<file path="config.mk">
export PLATFORM = sky130hd
export DESIGN_NAME = pta_index
export DESIGN_NICKNAME = d
export VERILOG_FILES = /design/src/pta_pkg.sv /design/src/pta_index.sv
export SDC_FILE = /design/constraint.sdc
export NUM_CORES = 2
export LEC_CHECK = 0
export BUFFER_PORTS_ARGS = -buffer_cell sky130_fd_sc_hd__buf_2
export CAP_MARGIN = 30
export CELL_PAD_IN_SITES_DETAIL_PLACEMENT = 0
export CELL_PAD_IN_SITES_GLOBAL_PLACEMENT = 1
export CORE_AREA = 10 10 269 271
export CTS_BUF_LIST = sky130_fd_sc_hd__clkbuf_8
export CTS_CLUSTER_SIZE = 24
export DETAILED_ROUTE_END_ITERATION = 12
export DIE_AREA = 0 0 279 281
export PLACE_DENSITY = 0.91
export SYNTH_ARGS = -nofsm -noshare
export SYNTH_HDL_FRONTEND = slang
export SYNTH_SLANG_ARGS = --single-unit
</file>
<file path="constraint.sdc">
create_clock -name clk -period 11.7 [get_ports clk]
set_clock_uncertainty 0.1 [all_clocks]
set_input_delay 0 -clock clk [delete_from_list [all_inputs] [get_ports clk]]
set_output_delay 0 -clock clk [all_outputs]
set_load 0.01 [all_outputs]
</file>
<file path="src/pta_pkg.sv">
// Package for the prior-table probability adjuster: command and status codes,
// field widths, default sizes and the item metadata types. No dependencies.
package pta_pkg;

  localparam int PRIOR_ENTRIES_DEF = 4096;
  localparam int DIMENSIONS_DEF    = 4;
  localparam int CLASSES_DEF       = 8;

  localparam int FEAT_W = 16;
  localparam int SPAN_W = 13;
  localparam int OFF_W  = 13;
  localparam int PROB_W = 16;
  localparam int ODDS_W = 24;
  localparam int DEN_W  = 59;
  localparam int REM_W  = 60;
  localparam int QUO_W  = 17;
  localparam int NDIM   = 4;

  localparam logic [1:0] CMD_PRIOR_WR = 2'd0;
  localparam logic [1:0] CMD_ODDS_WR  = 2'd1;
  localparam logic [1:0] CMD_ADJUST   = 2'd2;
  localparam logic [1:0] CMD_NONE     = 2'd3;

  localparam logic [1:0] ST_OK       = 2'd0;
  localparam logic [1:0] ST_RANGE    = 2'd1;
  localparam logic [1:0] ST_INDEX    = 2'd2;
  localparam logic [1:0] ST_ZERO_DEN = 2'd3;

  localparam logic [2:0] REG_DIM0_MIN  = 3'd0;
  localparam logic [2:0] REG_DIM1_MIN  = 3'd1;
  localparam logic [2:0] REG_DIM2_MIN  = 3'd2;
  localparam logic [2:0] REG_DIM3_MIN  = 3'd3;
  localparam logic [2:0] REG_DIM0_SPAN = 3'd4;
  localparam logic [2:0] REG_DIM1_SPAN = 3'd5;
  localparam logic [2:0] REG_DIM2_SPAN = 3'd6;
  localparam logic [2:0] REG_DIM3_SPAN = 3'd7;

  typedef struct packed {
    logic [1:0]        cmd;
    logic [2:0]        slot;
    logic [11:0]       eidx;
    logic [23:0]       word;
    logic [PROB_W-1:0] p;
  } meta_t;

  typedef struct packed {
    logic [1:0] status;
    logic       zero_out;
  } div_meta_t;

endpackage

</file>
<file path="src/pta_index.sv">
// Range check and mixed-radix index pipeline: one check stage, then three
// Horner multiply-add stages. Depends on pta_pkg.
module pta_index import pta_pkg::*; #(
  parameter int PRIOR_ENTRIES = PRIOR_ENTRIES_DEF,
  parameter int DIMENSIONS    = DIMENSIONS_DEF,
  parameter int IW            = $clog2(PRIOR_ENTRIES)
) (
  input  logic                        clk,
  input  logic                        rst_n,
  input  logic                        adv,
  input  logic                        in_valid,
  input  meta_t                       in_meta,
  input  logic [NDIM-1:0][FEAT_W-1:0] feat,
  input  logic [NDIM-1:0][FEAT_W-1:0] dmin,
  input  logic [NDIM-1:0][SPAN_W-1:0] dspan,
  output logic                        out_valid,
  output meta_t                       out_meta,
  output logic [IW-1:0]               out_idx,
  output logic                        out_range_bad,
  output logic                        out_big
);

  localparam int TW = (IW > OFF_W) ? IW : OFF_W;
  localparam int SW = TW + SPAN_W + 1;
  localparam int HS = NDIM - 1;

  // stage 0 is the check stage, stages 1..HS fold in one dimension each
  logic                        v_r    [HS+1];
  meta_t                       meta_r [HS+1];
  logic [NDIM-1:0][OFF_W-1:0]  off_r  [HS+1];
  logic [NDIM-1:0][SPAN_W-1:0] span_r [HS+1];
  logic [TW-1:0]               t_r    [HS+1];
  logic                        big_r  [HS+1];
  logic                        bad_r  [HS+1];

  logic [NDIM-1:0][OFF_W-1:0]  off_c;
  logic [NDIM-1:0][SPAN_W-1:0] span_c;
  logic                        bad_c;
  logic [16:0]                 diff;

  always_comb begin
    bad_c = 1'b0;
    diff  = '0;
    for (int d = 0; d < NDIM; d++) begin
      diff = {feat[d][FEAT_W-1], feat[d]} - {dmin[d][FEAT_W-1], dmin[d]};
      if (d < DIMENSIONS) begin
        off_c[d]  = diff[OFF_W-1:0];
        span_c[d] = dspan[d];
        if (diff[16] || (diff[15:0] >= {3'b000, dspan[d]})) begin
          bad_c = 1'b1;
        end
      end else begin
        off_c[d]  = '0;
        span_c[d] = SPAN_W'(1);
      end
    end
  end

  always_ff @(posedge clk) begin
    if (!rst_n) begin
      v_r[0] <= 1'b0;
    end else if (adv) begin
      v_r[0] <= in_valid;
    end
    if (adv) begin
      meta_r[0] <= in_meta;
      off_r[0]  <= off_c;
      span_r[0] <= span_c;
      bad_r[0]  <= bad_c;
      t_r[0]    <= TW'(off_c[NDIM-1]);
      big_r[0]  <= (SW'(off_c[NDIM-1]) >= SW'(PRIOR_ENTRIES));
    end
  end

  for (genvar k = 0; k < HS; k++) begin : g_horner
    localparam int D = NDIM - 2 - k;
    logic [SW-1:0] sum;
    assign sum = SW'(off_r[k][D]) + SW'(span_r[k][D]) * SW'(t_r[k]);

    always_ff @(posedge clk) begin
      if (!rst_n) begin
        v_r[k+1] <= 1'b0;
      end else if (adv) begin
        v_r[k+1] <= v_r[k];
      end
      if (adv) begin
        meta_r[k+1] <= meta_r[k];
        off_r[k+1]  <= off_r[k];
        span_r[k+1] <= span_r[k];
        bad_r[k+1]  <= bad_r[k];
        t_r[k+1]    <= TW'(sum);
        big_r[k+1]  <= big_r[k] | (sum >= SW'(PRIOR_ENTRIES));
      end
    end
  end

  assign out_valid     = v_r[HS];
  assign out_meta      = meta_r[HS];
  assign out_idx       = t_r[HS][IW-1:0];
  assign out_range_bad = bad_r[HS];
  assign out_big       = big_r[HS];

endmodule

</file>
-- Word level (Yosys, flattened, before mapping)
Memories as Yosys holds them, arrays and structs flattened.
Cells that the tools add are included.
- flip-flop bits (word level): 0
- RAM bits: 708
- input bits: 241
- output and inout port bits: 72
- memories: 7
- memory list (memory ; depth ; bits a word ; rd ports ; clocked after memory_dff ; write ports ; line ; RTL):
    meta_r ; 4 ; 57 ; 4 ; 0 ; 4 ; pta_index.sv:29 ; meta_t meta_r [HS+1];
    off_r ; 4 ; 52 ; 3 ; 0 ; 4 ; pta_index.sv:30 ; logic [NDIM-1:0][OFF_W-1:0] off_r [HS+1];
    span_r ; 4 ; 52 ; 3 ; 0 ; 4 ; pta_index.sv:31 ; logic [NDIM-1:0][SPAN_W-1:0] span_r [HS+1];
    t_r ; 4 ; 13 ; 4 ; 0 ; 4 ; pta_index.sv:32 ; logic [TW-1:0] t_r [HS+1];
    bad_r ; 4 ; 1 ; 4 ; 0 ; 4 ; pta_index.sv:34 ; logic bad_r [HS+1];
    big_r ; 4 ; 1 ; 4 ; 0 ; 4 ; pta_index.sv:33 ; logic big_r [HS+1];
    1 more memories ; -- ; -- ; -- ; -- ; -- ; -- ;
- add/subtract/negate cells: 7
- multipliers: 3
- order comparisons: 8
- multiplexer cells: 13
- bitwise operators: 7
- reductions and logical operators: 4
- operators with widths (cell ; number):
    $add A13 B26 Y27 ; 3
    $ge A27 B13 Y1 const B ; 3
    $mul A13 B13 Y26 ; 3
    $sub A16 B16 Y17 ; 4
    $ge A16 B13 Y1 ; 4
    $ge A13 B13 Y1 const B ; 1
    $mux W1 ; 13
    $or A1 B1 Y1 ; 7
    $logic_or A1 B1 Y1 ; 4

-- Longest topological paths before layout
- depth after elaboration: 7
- mapped depth: 25
- depth with buffers taken out: 24

-- Worst setup path before layout
No wires, ideal clock.
- path kind: register to register
- start: memory span_r[2][7] (netlist name)
- end: memory big_r[3], data pin
- library setup time: 0.264 ns
- arrival: 6.050 ns
- data required time: 11.336 ns
- slack: 5.285 ns
- stages on the path, launching flop included: 26
- period minus slack after synthesis: 6.415 ns
- path through: edfxtp_1 -> clkbuf_1 -> and2_1 -> fa_1 -> inv_1 -> fa_1 -> inv_1 -> fa_1 -> inv_1 -> fa_1 -> inv_1 -> fa_1 -> inv_1 -> fa_1 -> inv_1 -> ha_1 -> a2111oi_0 -> o21ai_1 -> a41oi_2 -> o21ai_1 -> a21boi_1 -> o21bai_1 -> a21o_1 -> xor2_1 -> nor4_1 -> nand3_1
- RTL lines (item ; line):
    start, declared ; pta_index.sv:31
    end, declared ; pta_index.sv:33

==> reports/results.ini <==
[status]
status = finished clean

[yosys]
async_flop_share_pct = 0
synth_area_leaders = edfxtp_1, fa_1, ha_1, inv_1, and2_1
netlist_area_um2 = 36500
ys.flop_type = edfxtp_1
synth-warning-count = 0
synth_seq_cells = 447
synth_most_common_cell = inv_1
synthSimpleGateAreaFrac_pct = 11.2
yosys-top-cells-count = inv_1, edfxtp_1, ha_1
yosysTopAreaCellShare_pct = 36.7
synth_edf_count = 446
syn_nets = 4265
synthMuxAreaShare_pct = 0.340
synth_area_per_cell_um2 = 11.3
seq_area_frac_synth_pct = 36.8
synth-xor-area-share_pct = 2.23
synth_area_leader_cell = edfxtp_1
synth_top_family_by_area = adder cells
synthCells = 3229
ys_types = 86
synth_compound_area_share_pct = 6.66
synth_fa_ha_area_share_pct = 35.5

[cts]
cts_htree_levels = 3
cts.sinks = 447
clock_latency_ps = 690
root_buffer = clkbuf_8
cts_resized = 0
cts_buffers = 74
cts_tree = built
clkTransAtPathRegs_ps = 70
cts_buffer_depth = 3

[layout]
nets = 4890
regArea_um2 = 13400
final_cell_area_um2 = 43500
multiInputGateArea_um2 = 20400
drive_above_1_share_pct = 11.3
n_fill_cell = 4906
syn_to_final_growth_pct = 19.4

[sta]
slew_headroom_pct = 28.0
finalSetupViolations = 0
fin_crit_sh_pct = 59.4
rsz0062_at_grt = no
slew_violations = 0
hold_viol_final = 0
worst_pin_slew_ps = 1080
worst_slack_ps = 4750
final.setup.tns_ps = 0
fin_crit_ps = 6950
max_freq_ghz = 0.144

[global_routing]
grt_pass1_vias = 27600
grt_overflow = 0
grt_use_total_pct = 24.9
top_usage_layer = met2
antenna_found_initial = 23
met1_usage_pct = 28.8
use_met2_pct = 43.4
grt_start_max_net_pins = 150
use_met3_pct = 5.18
grt_first_pass_wirelength_um = 152000

[critical_path]
crit_type = reg -> reg
crit_path_top_delay_cell = edfxtp_1
crit_buf_inv = 6
cp_max_fo = 13
worstPathCellList = and2_1, fa_1, inv_1, fa_1, inv_1, fa_1, inv_1, fa_1, inv_1, fa_1, inv_1, fa_1, inv_1, ha_1, a2111oi_0, o21ai_1, a41oi_2, o21ai_1, a21boi_1, o21bai_1, a21o_1, xor2_1, nor4_1, nand3_1
max_stage_delay_ps = 570
critical_path.top_delay_family = adder cells
end_kind = flop
cp.arrival_ps = 7270
cp-start-kind = flop
cp.required_ps = 12020

[die]
die_height_um = 281
io_pins = 313
dieArea_um2 = 78400
core-area_um2 = 66800
rows = 95
dieWidth_um = 279
floorplan.initialDensity_pct = 54.6

[drt]
dr_total_vias = 26200
drtAntennaViolNets = 0
wl_per_cell_um = 20.5
drc = 0
drt-pass1-iter-count = 8
drt_iter0_markers = 2005
viasPerCell = 5.46
wl_um = 98600

[placement]
gp_congestion = 0.912
placed_area_um2 = 38900
dp_hpwl_um = 69100
io_buffers = 312
dp_slack_ps = 4810

[worst_hold_path]
worstHoldPathType = in -> reg

[job]
maxCapViolCount = 0

==> cells in the final DEF (no fill, tap or decap), types with 5 or more instances in the layout <==
cell type and n:
dlygate4sd3_1 317, o22ai_1 7, nor3_1 27, nor2b_1 19
a211o_1 5, ha_1 398, o21ai_1 15, o211ai_1 5
o21a_1 17, nand2_1 301, nand2b_1 19, nand3_1 26
buf_2 311, o21ai_0 51, o21bai_1 16, clkinv_1 12
a31oi_1 16, a21oi_1 106, and2_1 268, clkinv_2 9
xnor2_1 67, a21o_1 40, o2111ai_1 7, and3_1 13
fa_1 397, nor3b_1 6, nor4_1 10, diode_2 22
mux2i_1 9, nand4_1 13, a211oi_1 16, clkbuf_8 75
nor2_1 81, edfxtp_1 446, xor2_1 26, inv_1 650
==> flip-flops by register name, summed over array words and instances, names as in the netlist <==
name	flops
bad_r	4
meta_r	228
off_r	78
v_r	4
big_r	4
span_r	78
t_r	51
==> final timing paths <==
path                                     end          from  depth (start not counted)  slack [ps]
worst max-delay path                big_r[3]  span_r[2][7]                         24        4750
worst min-delay path            span_r[0][5]      dspan[5]                          2          30
worst min register to register  off_r[1][10]  off_r[0][10]                          0         300
worst max register to register      big_r[3]  span_r[2][7]                         24        4750
==> kinds of logic after synthesis <==
group	Yosys count
compound gates	364
xor+xnor	93
fa+ha+maj	795
buf+inv	711
flops	447
mux	12
simple gates	807
==> stage by stage <==
stage               hold WS (ps)  utilization [%]  std cells
finish                      29.1             65.2       4806
global route                5.60             65.2       4802
CTS                        0.923             65.0       4781
detailed placement          78.1             58.2       4332
global placement            76.2             58.1       4331
floorplan                  -1.13                -       3229
==> repair_timing <==
| action | 4_1_cts | 5_1_grt |
|---|---|---|
| buffers inserted | 0 | 0 |
| hold buffers | 316 | 1 |
| hold endpoints to repair | 302 | 1 |
==> layer usage <==
layer | share of wire (%) | up-vias
li1 | - | 11900
met1 | 37 | 12900
met2 | 50 | 1149
met3 | 7.3 | 319
met4 | 5.5 | 6
met5 | 0.041 | -
==> cell type report <==
| cell class | instances | share of cell area, % |
|---|---|---|
| antenna | 22 | 0.126 |
| clock buffer | 75 | 2.37 |
| clock inverter | 58 | 0.871 |
| inverter | 624 | 5.38 |
| multi-input combinational | 2071 | 46.8 |
| sequential | 447 | 30.8 |
| tap | 873 | 2.51 |
| timing repair buffer | 636 | 11.2 |
==> worst register-to-register path, delay by kind of cell (launching register included) <==
kind                     cells  cell delay, ps
XOR/XNOR                     1             140
adder cells (fa/ha/maj)      7            3340
buffers and inverters        6             300
flip-flops                   1             570
AND/OR/NAND/NOR              3             660
AO/OA/AOI/OAI                7            1570
Power is left out: the tool's default activity adds up to more than one toggle a clock period on the data nets, which glitch-free logic cannot reach.
